<file path="src/hdl/rbf_pkg.sv">
`timescale 1ns / 1ps

package rbf_pkg;

    // Data and coefficient formats
    localparam int SAMPLE_W  = 32;
    localparam int COEF_W    = 32;
    localparam int COEF_FRAC = 30;
    localparam int PROD_W    = SAMPLE_W + COEF_W;
    localparam int ACC_W     = PROD_W + 4;

    // Configuration register map
    localparam int NUM_REGS  = 6;
    localparam int CFG_DATA_W = 32;
    localparam int CFG_ADDR_W = 5;

    localparam logic [2:0] REG_HP_GAIN = 3'd0;
    localparam logic [2:0] REG_HP_FB1  = 3'd1;
    localparam logic [2:0] REG_HP_FB2  = 3'd2;
    localparam logic [2:0] REG_SS_GAIN = 3'd3;
    localparam logic [2:0] REG_SS_FB1  = 3'd4;
    localparam logic [2:0] REG_SS_FB2  = 3'd5;

    localparam logic [COEF_W-1:0] HP_GAIN_RST = 32'h4000_0000;
    localparam logic [COEF_W-1:0] SS_GAIN_RST = 32'h4000_0000;

    // Saturation bounds, sign-extended to the accumulator width
    localparam logic [ACC_W-1:0] SAT_MAX =
        {{(ACC_W - SAMPLE_W + 1){1'b0}}, {(SAMPLE_W - 1){1'b1}}};
    localparam logic [ACC_W-1:0] SAT_MIN =
        {{(ACC_W - SAMPLE_W + 1){1'b1}}, {(SAMPLE_W - 1){1'b0}}};

    // Multiplier operand pairs
    localparam logic [3:0] TERM_G_X     = 4'd0;
    localparam logic [3:0] TERM_G_X1    = 4'd1;
    localparam logic [3:0] TERM_G_X2    = 4'd2;
    localparam logic [3:0] TERM_F1_HP1  = 4'd3;
    localparam logic [3:0] TERM_F2_HP2  = 4'd4;
    localparam logic [3:0] TERM_C1_HP   = 4'd5;
    localparam logic [3:0] TERM_C1_HP1  = 4'd6;
    localparam logic [3:0] TERM_C2_R1   = 4'd7;
    localparam logic [3:0] TERM_C3_R2   = 4'd8;

    // Accumulator operations on the registered product
    localparam logic [2:0] ACC_LOAD = 3'd0;
    localparam logic [2:0] ACC_ADD  = 3'd1;
    localparam logic [2:0] ACC_SUB  = 3'd2;
    localparam logic [2:0] ACC_ADD2 = 3'd3;
    localparam logic [2:0] ACC_SUB2 = 3'd4;

    typedef struct packed {
        logic [COEF_W-1:0] hp_gain;
        logic [COEF_W-1:0] hp_fb1;
        logic [COEF_W-1:0] hp_fb2;
        logic [COEF_W-1:0] ss_gain;
        logic [COEF_W-1:0] ss_fb1;
        logic [COEF_W-1:0] ss_fb2;
    } coefs_t;

    typedef struct packed {
        logic       capture;
        logic       clear_hist;
        logic       mul_en;
        logic [3:0] term_sel;
        logic       acc_en;
        logic [2:0] acc_op;
        logic       hp_latch;
        logic       out_load;
        logic       zero_out;
    } cmd_t;

endpackage

</file>
<file path="src/hdl/rbf_cfg.sv">
`timescale 1ns / 1ps

module rbf_cfg (
    input  logic                              clk,
    input  logic                              rst_n,
    input  logic                              psel,
    input  logic                              penable,
    input  logic                              pwrite,
    input  logic [rbf_pkg::CFG_ADDR_W-1:0]    paddr,
    input  logic [rbf_pkg::CFG_DATA_W-1:0]    pwdata,
    output logic [rbf_pkg::CFG_DATA_W-1:0]    prdata,
    output logic                              pready,
    output rbf_pkg::coefs_t                   coefs
);

    logic [rbf_pkg::COEF_W-1:0] hp_gain_reg;
    logic [rbf_pkg::COEF_W-1:0] hp_fb1_reg;
    logic [rbf_pkg::COEF_W-1:0] hp_fb2_reg;
    logic [rbf_pkg::COEF_W-1:0] ss_gain_reg;
    logic [rbf_pkg::COEF_W-1:0] ss_fb1_reg;
    logic [rbf_pkg::COEF_W-1:0] ss_fb2_reg;
    logic [2:0]                 reg_idx;
    logic                       wr_en;

    assign pready  = 1'b1;
    assign reg_idx = paddr[4:2];
    assign wr_en   = psel && penable && pwrite;

    // Register file; writes beyond the map are dropped.
    always_ff @(posedge clk or negedge rst_n)
    begin
        if (!rst_n)
        begin
            hp_gain_reg <= rbf_pkg::HP_GAIN_RST;
            hp_fb1_reg  <= '0;
            hp_fb2_reg  <= '0;
            ss_gain_reg <= rbf_pkg::SS_GAIN_RST;
            ss_fb1_reg  <= '0;
            ss_fb2_reg  <= '0;
        end
        else if (wr_en)
        begin
            case (reg_idx)
                rbf_pkg::REG_HP_GAIN: hp_gain_reg <= pwdata;
                rbf_pkg::REG_HP_FB1:  hp_fb1_reg  <= pwdata;
                rbf_pkg::REG_HP_FB2:  hp_fb2_reg  <= pwdata;
                rbf_pkg::REG_SS_GAIN: ss_gain_reg <= pwdata;
                rbf_pkg::REG_SS_FB1:  ss_fb1_reg  <= pwdata;
                rbf_pkg::REG_SS_FB2:  ss_fb2_reg  <= pwdata;
                default: ;
            endcase
        end
    end

    // Read mux
    always_comb
    begin
        case (reg_idx)
            rbf_pkg::REG_HP_GAIN: prdata = hp_gain_reg;
            rbf_pkg::REG_HP_FB1:  prdata = hp_fb1_reg;
            rbf_pkg::REG_HP_FB2:  prdata = hp_fb2_reg;
            rbf_pkg::REG_SS_GAIN: prdata = ss_gain_reg;
            rbf_pkg::REG_SS_FB1:  prdata = ss_fb1_reg;
            rbf_pkg::REG_SS_FB2:  prdata = ss_fb2_reg;
            default:              prdata = '0;
        endcase
    end

    assign coefs.hp_gain = hp_gain_reg;
    assign coefs.hp_fb1  = hp_fb1_reg;
    assign coefs.hp_fb2  = hp_fb2_reg;
    assign coefs.ss_gain = ss_gain_reg;
    assign coefs.ss_fb1  = ss_fb1_reg;
    assign coefs.ss_fb2  = ss_fb2_reg;

endmodule

</file>
<file path="src/hdl/rbf_ctrl.sv">
`timescale 1ns / 1ps

module rbf_ctrl (
    input  logic          clk,
    input  logic          rst_n,
    input  logic          s_tvalid,
    output logic          s_tready,
    input  logic          s_tuser,
    output logic          m_tvalid,
    input  logic          m_tready,
    output rbf_pkg::cmd_t cmd
);

    localparam logic [1:0] S_IDLE = 2'd0;
    localparam logic [1:0] S_RUN  = 2'd1;
    localparam logic [1:0] S_FIN  = 2'd2;

    // Sequencer steps: high-pass sum, high-pass round, roof sum
    localparam logic [3:0] STEP_MUL_X    = 4'd0;
    localparam logic [3:0] STEP_MUL_X1   = 4'd1;
    localparam logic [3:0] STEP_MUL_X2   = 4'd2;
    localparam logic [3:0] STEP_MUL_HP1  = 4'd3;
    localparam logic [3:0] STEP_MUL_HP2  = 4'd4;
    localparam logic [3:0] STEP_HP_LAST  = 4'd5;
    localparam logic [3:0] STEP_HP_RND   = 4'd6;
    localparam logic [3:0] STEP_MUL_HP   = 4'd7;
    localparam logic [3:0] STEP_MUL_HPP  = 4'd8;
    localparam logic [3:0] STEP_MUL_R1   = 4'd9;
    localparam logic [3:0] STEP_MUL_R2   = 4'd10;
    localparam logic [3:0] STEP_RF_LAST  = 4'd11;

    localparam logic [1:0] WARM_DONE = 2'd2;

    logic [1:0] state_reg, state_next;
    logic [3:0] cnt_reg, cnt_next;
    logic [1:0] warm_reg, warm_next;
    logic       zero_reg, zero_next;
    logic       out_valid_reg, out_valid_next;
    logic [1:0] warm_eff;

    assign s_tready = (state_reg == S_IDLE);
    assign m_tvalid = out_valid_reg;

    // Next-state and command decode
    always_comb
    begin
        state_next = state_reg;
        cnt_next   = cnt_reg;
        warm_next  = warm_reg;
        zero_next  = zero_reg;
        warm_eff   = s_tuser ? 2'd0 : warm_reg;

        cmd            = '0;
        cmd.zero_out   = zero_reg;
        cmd.term_sel   = rbf_pkg::TERM_G_X;
        cmd.acc_op     = rbf_pkg::ACC_LOAD;

        case (state_reg)
            S_IDLE:
            begin
                if (s_tvalid)
                begin
                    cmd.capture    = 1'b1;
                    cmd.clear_hist = s_tuser;
                    cnt_next       = STEP_MUL_X;
                    if (warm_eff < WARM_DONE)
                    begin
                        // Warm-up item: no arithmetic, outputs are zero.
                        warm_next  = warm_eff + 2'd1;
                        zero_next  = 1'b1;
                        state_next = S_FIN;
                    end
                    else
                    begin
                        warm_next  = warm_eff;
                        zero_next  = 1'b0;
                        state_next = S_RUN;
                    end
                end
            end

            S_RUN:
            begin
                cnt_next = cnt_reg + 4'd1;
                case (cnt_reg)
                    STEP_MUL_X:
                    begin
                        cmd.mul_en   = 1'b1;
                        cmd.term_sel = rbf_pkg::TERM_G_X;
                    end
                    STEP_MUL_X1:
                    begin
                        cmd.mul_en   = 1'b1;
                        cmd.term_sel = rbf_pkg::TERM_G_X1;
                        cmd.acc_en   = 1'b1;
                        cmd.acc_op   = rbf_pkg::ACC_LOAD;
                    end
                    STEP_MUL_X2:
                    begin
                        cmd.mul_en   = 1'b1;
                        cmd.term_sel = rbf_pkg::TERM_G_X2;
                        cmd.acc_en   = 1'b1;
                        cmd.acc_op   = rbf_pkg::ACC_SUB2;
                    end
                    STEP_MUL_HP1:
                    begin
                        cmd.mul_en   = 1'b1;
                        cmd.term_sel = rbf_pkg::TERM_F1_HP1;
                        cmd.acc_en   = 1'b1;
                        cmd.acc_op   = rbf_pkg::ACC_ADD;
                    end
                    STEP_MUL_HP2:
                    begin
                        cmd.mul_en   = 1'b1;
                        cmd.term_sel = rbf_pkg::TERM_F2_HP2;
                        cmd.acc_en   = 1'b1;
                        cmd.acc_op   = rbf_pkg::ACC_ADD;
                    end
                    STEP_HP_LAST:
                    begin
                        cmd.acc_en = 1'b1;
                        cmd.acc_op = rbf_pkg::ACC_SUB;
                    end
                    STEP_HP_RND:
                    begin
                        cmd.hp_latch = 1'b1;
                    end
                    STEP_MUL_HP:
                    begin
                        cmd.mul_en   = 1'b1;
                        cmd.term_sel = rbf_pkg::TERM_C1_HP;
                    end
                    STEP_MUL_HPP:
                    begin
                        cmd.mul_en   = 1'b1;
                        cmd.term_sel = rbf_pkg::TERM_C1_HP1;
                        cmd.acc_en   = 1'b1;
                        cmd.acc_op   = rbf_pkg::ACC_LOAD;
                    end
                    STEP_MUL_R1:
                    begin
                        cmd.mul_en   = 1'b1;
                        cmd.term_sel = rbf_pkg::TERM_C2_R1;
                        cmd.acc_en   = 1'b1;
                        cmd.acc_op   = rbf_pkg::ACC_ADD;
                    end
                    STEP_MUL_R2:
                    begin
                        cmd.mul_en   = 1'b1;
                        cmd.term_sel = rbf_pkg::TERM_C3_R2;
                        cmd.acc_en   = 1'b1;
                        cmd.acc_op   = rbf_pkg::ACC_ADD2;
                    end
                    STEP_RF_LAST:
                    begin
                        cmd.acc_en = 1'b1;
                        cmd.acc_op = rbf_pkg::ACC_ADD2;
                        state_next = S_FIN;
                    end
                    default:
                    begin
                        state_next = S_FIN;
                    end
                endcase
            end

            S_FIN:
            begin
                // Hand the result over once the output register is free.
                if (!out_valid_reg || m_tready)
                begin
                    cmd.out_load = 1'b1;
                    state_next   = S_IDLE;
                end
            end

            default:
            begin
                state_next = S_IDLE;
            end
        endcase

        if (cmd.out_load)
            out_valid_next = 1'b1;
        else if (m_tready)
            out_valid_next = 1'b0;
        else
            out_valid_next = out_valid_reg;
    end

    always_ff @(posedge clk or negedge rst_n)
    begin
        if (!rst_n)
        begin
            state_reg     <= S_IDLE;
            cnt_reg       <= '0;
            warm_reg      <= '0;
            zero_reg      <= 1'b0;
            out_valid_reg <= 1'b0;
        end
        else
        begin
            state_reg     <= state_next;
            cnt_reg       <= cnt_next;
            warm_reg      <= warm_next;
            zero_reg      <= zero_next;
            out_valid_reg <= out_valid_next;
        end
    end

endmodule

</file>
<file path="src/hdl/rbf_dp.sv">
`timescale 1ns / 1ps

module rbf_dp (
    input  logic                              clk,
    input  logic                              rst_n,
    input  rbf_pkg::cmd_t                     cmd,
    input  rbf_pkg::coefs_t                   coefs,
    input  logic [rbf_pkg::SAMPLE_W-1:0]      sample,
    output logic [rbf_pkg::SAMPLE_W-1:0]      roof_value,
    output logic [rbf_pkg::SAMPLE_W-1:0]      highpass_value
);

    localparam int SW = rbf_pkg::SAMPLE_W;
    localparam int AW = rbf_pkg::ACC_W;
    localparam int PW = rbf_pkg::PROD_W;

    // Round half up by shift bits, then clamp to the sample range.
    function automatic logic [SW-1:0] rnd_sat(input logic [AW-1:0] acc, input int shift);
        logic signed [AW-1:0] sum;
        logic signed [AW-1:0] shifted;
        logic [SW-1:0]        res;
        sum     = $signed(acc) + $signed(AW'(1) << (shift - 1));
        shifted = sum >>> shift;
        if (shifted > $signed(rbf_pkg::SAT_MAX))
            res = rbf_pkg::SAT_MAX[SW-1:0];
        else if (shifted < $signed(rbf_pkg::SAT_MIN))
            res = rbf_pkg::SAT_MIN[SW-1:0];
        else
            res = shifted[SW-1:0];
        return res;
    endfunction

    logic [SW-1:0]              x_reg;
    logic [SW-1:0]              x1_reg, x2_reg;
    logic [SW-1:0]              hp1_reg, hp2_reg;
    logic [SW-1:0]              r1_reg, r2_reg;
    logic [SW-1:0]              hp_reg;
    logic [PW-1:0]              prod_reg;
    logic [AW-1:0]              acc_reg, acc_next;
    logic [SW-1:0]              roof_out_reg, hp_out_reg;
    logic [rbf_pkg::COEF_W-1:0] mul_a;
    logic [SW-1:0]              mul_b;
    logic [AW-1:0]              prod_ext;
    logic [SW-1:0]              hp_val, roof_val;

    // Operand select for the shared multiplier
    always_comb
    begin
        case (cmd.term_sel)
            rbf_pkg::TERM_G_X:    begin mul_a = coefs.hp_gain; mul_b = x_reg;   end
            rbf_pkg::TERM_G_X1:   begin mul_a = coefs.hp_gain; mul_b = x1_reg;  end
            rbf_pkg::TERM_G_X2:   begin mul_a = coefs.hp_gain; mul_b = x2_reg;  end
            rbf_pkg::TERM_F1_HP1: begin mul_a = coefs.hp_fb1;  mul_b = hp1_reg; end
            rbf_pkg::TERM_F2_HP2: begin mul_a = coefs.hp_fb2;  mul_b = hp2_reg; end
            rbf_pkg::TERM_C1_HP:  begin mul_a = coefs.ss_gain; mul_b = hp_reg;  end
            rbf_pkg::TERM_C1_HP1: begin mul_a = coefs.ss_gain; mul_b = hp1_reg; end
            rbf_pkg::TERM_C2_R1:  begin mul_a = coefs.ss_fb1;  mul_b = r1_reg;  end
            rbf_pkg::TERM_C3_R2:  begin mul_a = coefs.ss_fb2;  mul_b = r2_reg;  end
            default:              begin mul_a = '0;            mul_b = '0;      end
        endcase
    end

    // Accumulator update from the registered product
    assign prod_ext = {{(AW - PW){prod_reg[PW-1]}}, prod_reg};

    always_comb
    begin
        case (cmd.acc_op)
            rbf_pkg::ACC_LOAD: acc_next = prod_ext;
            rbf_pkg::ACC_ADD:  acc_next = acc_reg + prod_ext;
            rbf_pkg::ACC_SUB:  acc_next = acc_reg - prod_ext;
            rbf_pkg::ACC_ADD2: acc_next = acc_reg + {prod_ext[AW-2:0], 1'b0};
            rbf_pkg::ACC_SUB2: acc_next = acc_reg - {prod_ext[AW-2:0], 1'b0};
            default:           acc_next = acc_reg;
        endcase
    end

    // Final stage values; warm-up items give zero.
    assign hp_val   = cmd.zero_out ? '0 : hp_reg;
    assign roof_val = cmd.zero_out ? '0 : rnd_sat(acc_reg, rbf_pkg::COEF_FRAC + 1);

    // Arithmetic registers
    always_ff @(posedge clk)
    begin
        if (cmd.capture)
            x_reg <= sample;
        if (cmd.mul_en)
            prod_reg <= PW'($signed(mul_a) * $signed(mul_b));
        if (cmd.acc_en)
            acc_reg <= acc_next;
        if (cmd.hp_latch)
            hp_reg <= rnd_sat(acc_reg, rbf_pkg::COEF_FRAC);
        if (cmd.out_load)
        begin
            roof_out_reg <= roof_val;
            hp_out_reg   <= hp_val;
        end
    end

    // Filter history; cleared at reset and at the start of a series.
    always_ff @(posedge clk or negedge rst_n)
    begin
        if (!rst_n)
        begin
            x1_reg  <= '0;
            x2_reg  <= '0;
            hp1_reg <= '0;
            hp2_reg <= '0;
            r1_reg  <= '0;
            r2_reg  <= '0;
        end
        else if (cmd.capture && cmd.clear_hist)
        begin
            x1_reg  <= '0;
            x2_reg  <= '0;
            hp1_reg <= '0;
            hp2_reg <= '0;
            r1_reg  <= '0;
            r2_reg  <= '0;
        end
        else if (cmd.out_load)
        begin
            x2_reg  <= x1_reg;
            x1_reg  <= x_reg;
            hp2_reg <= hp1_reg;
            hp1_reg <= hp_val;
            r2_reg  <= r1_reg;
            r1_reg  <= roof_val;
        end
    end

    assign roof_value     = roof_out_reg;
    assign highpass_value = hp_out_reg;

endmodule

</file>
<file path="src/hdl/roofing_bandlimit_filter.sv">
`timescale 1ns / 1ps

// Roofing band-limit filter: a two-pole high-pass stage followed by a two-pole
// super smoother, on signed Q16.16 samples with six Q2.30 coefficients set over
// the APB port. Each input transaction yields one output transaction carrying
// both stage outputs, rounded half up and saturated to 32 bits. A set tuser bit
// starts a new series; the first two samples of a series (and the first two after
// reset) give zero outputs. A normal item passes one accept step, twelve steps of
// the single shared 32x32 multiplier and its accumulator, and one final step into
// the output register; a warm-up item skips the arithmetic steps.
// The next item is accepted as soon as the previous one has moved into the
// output register, even while that result still waits for tready.
module roofing_bandlimit_filter (
    input  logic                               clk,
    input  logic                               rst_n,
    // APB configuration port
    input  logic                               psel,
    input  logic                               penable,
    input  logic                               pwrite,
    input  logic [rbf_pkg::CFG_ADDR_W-1:0]     paddr,
    input  logic [rbf_pkg::CFG_DATA_W-1:0]     pwdata,
    output logic [rbf_pkg::CFG_DATA_W-1:0]     prdata,
    output logic                               pready,
    // Input stream
    input  logic                               s_tvalid,
    output logic                               s_tready,
    input  logic [rbf_pkg::SAMPLE_W-1:0]       s_tdata,   // [31:0] sample
    input  logic                               s_tuser,   // [0] series_start
    // Output stream
    output logic                               m_tvalid,
    input  logic                               m_tready,
    output logic [2*rbf_pkg::SAMPLE_W-1:0]     m_tdata    // [31:0] roof_value, [63:32] highpass_value
);

    rbf_pkg::coefs_t               coefs;
    rbf_pkg::cmd_t                 cmd;
    logic [rbf_pkg::SAMPLE_W-1:0]  roof_value;
    logic [rbf_pkg::SAMPLE_W-1:0]  highpass_value;

    // Coefficient registers
    rbf_cfg u_cfg (
        .clk     (clk),
        .rst_n   (rst_n),
        .psel    (psel),
        .penable (penable),
        .pwrite  (pwrite),
        .paddr   (paddr),
        .pwdata  (pwdata),
        .prdata  (prdata),
        .pready  (pready),
        .coefs   (coefs)
    );

    // Sequencer and handshakes
    rbf_ctrl u_ctrl (
        .clk      (clk),
        .rst_n    (rst_n),
        .s_tvalid (s_tvalid),
        .s_tready (s_tready),
        .s_tuser  (s_tuser),
        .m_tvalid (m_tvalid),
        .m_tready (m_tready),
        .cmd      (cmd)
    );

    // Multiply-accumulate datapath and history
    rbf_dp u_dp (
        .clk            (clk),
        .rst_n          (rst_n),
        .cmd            (cmd),
        .coefs          (coefs),
        .sample         (s_tdata),
        .roof_value     (roof_value),
        .highpass_value (highpass_value)
    );

    assign m_tdata = {highpass_value, roof_value};

endmodule
</file>
<file path="config.mk">
export PLATFORM = sky130hd
export DESIGN_NAME = roofing_bandlimit_filter
export DESIGN_NICKNAME = d
export VERILOG_FILES = /design/src/hdl/rbf_pkg.sv /design/src/hdl/rbf_cfg.sv /design/src/hdl/rbf_ctrl.sv /design/src/hdl/rbf_dp.sv /design/src/hdl/roofing_bandlimit_filter.sv
export SDC_FILE = /design/constraint.sdc
export NUM_CORES = 2
export LEC_CHECK = 0
export ABC_CLOCK_PERIOD_IN_PS = 15900
export BUFFER_PORTS_ARGS = -buffer_cell sky130_fd_sc_hd__buf_4
export CORE_MARGIN = 5
export CORE_UTILIZATION = 35
export DETAILED_ROUTE_END_ITERATION = 8
export GPL_TIMING_DRIVEN = 0
export HOLD_SLACK_MARGIN = 0.1
export PLACE_DENSITY_LB_ADDON = 0.15
export SLEW_MARGIN = 40
export SYNTH_ARGS = -nofsm -noshare
export SYNTH_HDL_FRONTEND = slang
export SYNTH_HIERARCHICAL = 1
export SYNTH_SLANG_ARGS = --single-unit
export TNS_END_PERCENT = 100
</file>
<file path="constraint.sdc">
create_clock -name clk -period 15.9 [get_ports clk]
set_input_delay 3.18 -clock clk [delete_from_list [all_inputs] [get_ports clk]]
set_output_delay 3.18 -clock clk [all_outputs]
set_load 0.01 [all_outputs]
</file>
==> run summary <==
cell area after synthesis - 75300 µm²
Hold Fails Final Rpt - 0
syn avg cell area - 9.48 µm²
non-filler cells, final - 11200
flop-to-flop setup slack - 1.41 ns
RSZ-0062 raised after global routing - no
min-delay src - u_dp/hp1_reg[27]$_DFFE_PN0P_
max reg flops - 68
CTS sink cnt - 654
cells after synthesis - 7942
Via Count - 61800
FFs w/ async S/R, synth - 60.2%
final slew viol count - 0
hpwl dp - 258 mm
gr usage total - 28.0%
final net count - 9724
clock latency on the worst-skew pair - 0.74 ns
Startpoint Class - flip-flop
die area - 225000 µm²
DR WL/cell - 28.3 µm
most frequent CP cell - fa_1
status - complete, no violations
grt ovf - 0
YS warnings - 6
Reg-to-Reg Start - u_ctrl/cnt_reg[0]$_DFFE_PN0P_
TritonCTS Buffers - 78
Req. time, crit path - 16.33 ns
Post-CTS Repair Setup Buffers - 0
via density per instance - 5.54
CP arrival - 14.92 ns
initial antenna violation count - 14
fillers - 21700
Post-Route Skew - 0.0842 ns
I/O pins - 176
Rows - 170
Max stage delay on crit path - 0.70 ns
CTS tree - done
fmax - 69.0 MHz
Initial Util - 35.1%
crit path capture type - flip-flop
syn nets - 9429
HP Class - reg2reg
WS Path Type - reg2reg
# resized after CTS - 0
largest net degree at the start of global routing - 67
hold buffers post-CTS - 0
R2R cell count - 41
max_cap viols - 0
Seq/Total Area, Yosys - 23.5%
Max Root-Sink Buffers - 3
PortBufs - 171
slowest CP cell - clkbuf_1
clock transition at the registers of the reported paths - 0.06 ns
Hold Path End - u_dp/hp2_reg[27]$_DFFE_PN0P_
commonest non-fill, non-tap cell in the layout - inv_1
Placed Cells - 11000
Critical Path Fanout Max - 10
vias in the first global route - 63800
hold-critical path depth - 1
Remaining DRCs - 0
H-tree levels - 3
Yosys reg bits - 654
share of cells above drive strength 1 - 9.79%
Worst R2R End - u_dp/prod_reg[56]$_DFFE_PP_
antenna viol nets, final - 0
prevailing post-synth register cell - dfrtp_1
worst-margin pin slew - 0.965 ns
core area - 214000 µm²
Routed WL - 316 mm
register area - 17700 µm²
Tmin final - 14.49 ns
Hold Slack - 0.485 ns
clk root buf - clkbuf_16
Die Width - 474 µm
Iteration-0 DRC Markers - 6246
area of the multi-input gates - 51600 µm²
First-pass DRT Iterations - 6
EDFF count, synth - 260
commonest non-fill, non-tap cells in the layout - inv_1 (1202), fa_1 (1082), nand2_1 (979)
RePlAce Congestion - 0.978
first-pass GRT wire length - 456 mm
P&R area growth vs syn - 11.4%
Slew HR - 35.6%
Setup TNS Final - 0 ns
number of distinct library cells after synthesis - 98
Final setup viols - 0
Tcrit/Tclk final - 91.1%
Die Span Y - 474 µm
## cell usage after synthesis (42+ instances only)
cell type | number | area (µm²)
ha_1 | 326 | 4080
a21o_1 | 118 | 886
dfrtp_1 | 392 | 9810
nand2b_1 | 52 | 325
o21a_1 | 51 | 383
xor2_1 | 170 | 1490
edfxtp_1 | 260 | 7810
clkbuf_1 | 387 | 1450
o21ai_0 | 171 | 856
a21oi_1 | 237 | 1190
nor2b_1 | 70 | 438
nor2_1 | 745 | 2800
nor3_1 | 50 | 250
inv_1 | 1203 | 4520
mux2_2 | 227 | 2560
a22o_1 | 164 | 1440
a222oi_1 | 54 | 541
nand4_1 | 79 | 494
xnor2_1 | 219 | 1920
fa_1 | 1084 | 21700
nand3_1 | 80 | 400
a22oi_1 | 100 | 751
o21ai_1 | 66 | 330
a31oi_1 | 42 | 263
nand2_1 | 980 | 3680
## metrics by stage
| step | setup WS (ns) | util [%] | cell area (µm²) |
|---|---|---|---|
| after global placement | -0.385 | 37.4 | 80200 |
| after floorplan | 5.27 | - | 75300 |
| after CTS | 1.60 | 39.1 | 83800 |
| after global routing | 1.07 | 39.1 | 83800 |
| after detailed placement | 1.71 | 37.8 | 81100 |
| final | 1.41 | 39.1 | 83900 |
## area by class of cell
class	count	share of cell area (%)
antenna	20	0.0597
buffer	448	2.39
clock buffer	98	2.49
clock inverter	47	0.629
inverter	1206	5.40
multi-input combinational	5634	61.5
sequential	654	21.1
tap	2838	4.23
timing repair buffer	215	2.24
## routing by layer
metal	GRT usage, %	vias to the layer above	wire length (µm)
met4	13.2	2	17500
met5	0	-	12
met2	43.0	2828	139000
li1	-	26500	-
met3	5.21	546	25700
met1	38.2	31900	134000
## worst max-delay path by stage
stage,from,endpoint,depth (start not counted)
after floorplan,u_ctrl/cnt_reg[0]$_DFFE_PN0P_,u_dp/prod_reg[63]$_DFFE_PP_,38
after global placement,u_ctrl/cnt_reg[0]$_DFFE_PN0P_,u_dp/prod_reg[56]$_DFFE_PP_,40
after detailed placement,u_ctrl/cnt_reg[0]$_DFFE_PN0P_,u_dp/prod_reg[56]$_DFFE_PP_,41
after CTS,u_ctrl/cnt_reg[0]$_DFFE_PN0P_,u_dp/prod_reg[56]$_DFFE_PP_,41
after global routing,u_ctrl/cnt_reg[0]$_DFFE_PN0P_,u_dp/prod_reg[56]$_DFFE_PP_,41
final,u_ctrl/cnt_reg[0]$_DFFE_PN0P_,u_dp/prod_reg[56]$_DFFE_PP_,41
## kinds of logic after synthesis
family	count (synthesis)	synth area share, %
buf+inv	1654	8.49
fa+ha+maj	1410	34.2
xor+xnor	389	4.52
simple gates	2304	13.6
mux	273	4.02
other cells	1	0.00498
flops	654	23.5
compound gates	1257	11.7
## worst max-delay path, delay by kind of cell, from the launching register on
kind | cells | cell delay [ns]
adders and majority gates | 10 | 4.99
AOI/OAI and AO/OA | 10 | 3.22
buffers and inverters | 11 | 3.10
and+or+nand+nor | 9 | 2.21
DFF | 1 | 0.44
xor gates and xnor gates | 1 | 0.14
Power is left out: the tool's default activity adds up to more than one toggle a clock period on the data nets, which glitch-free logic cannot reach.
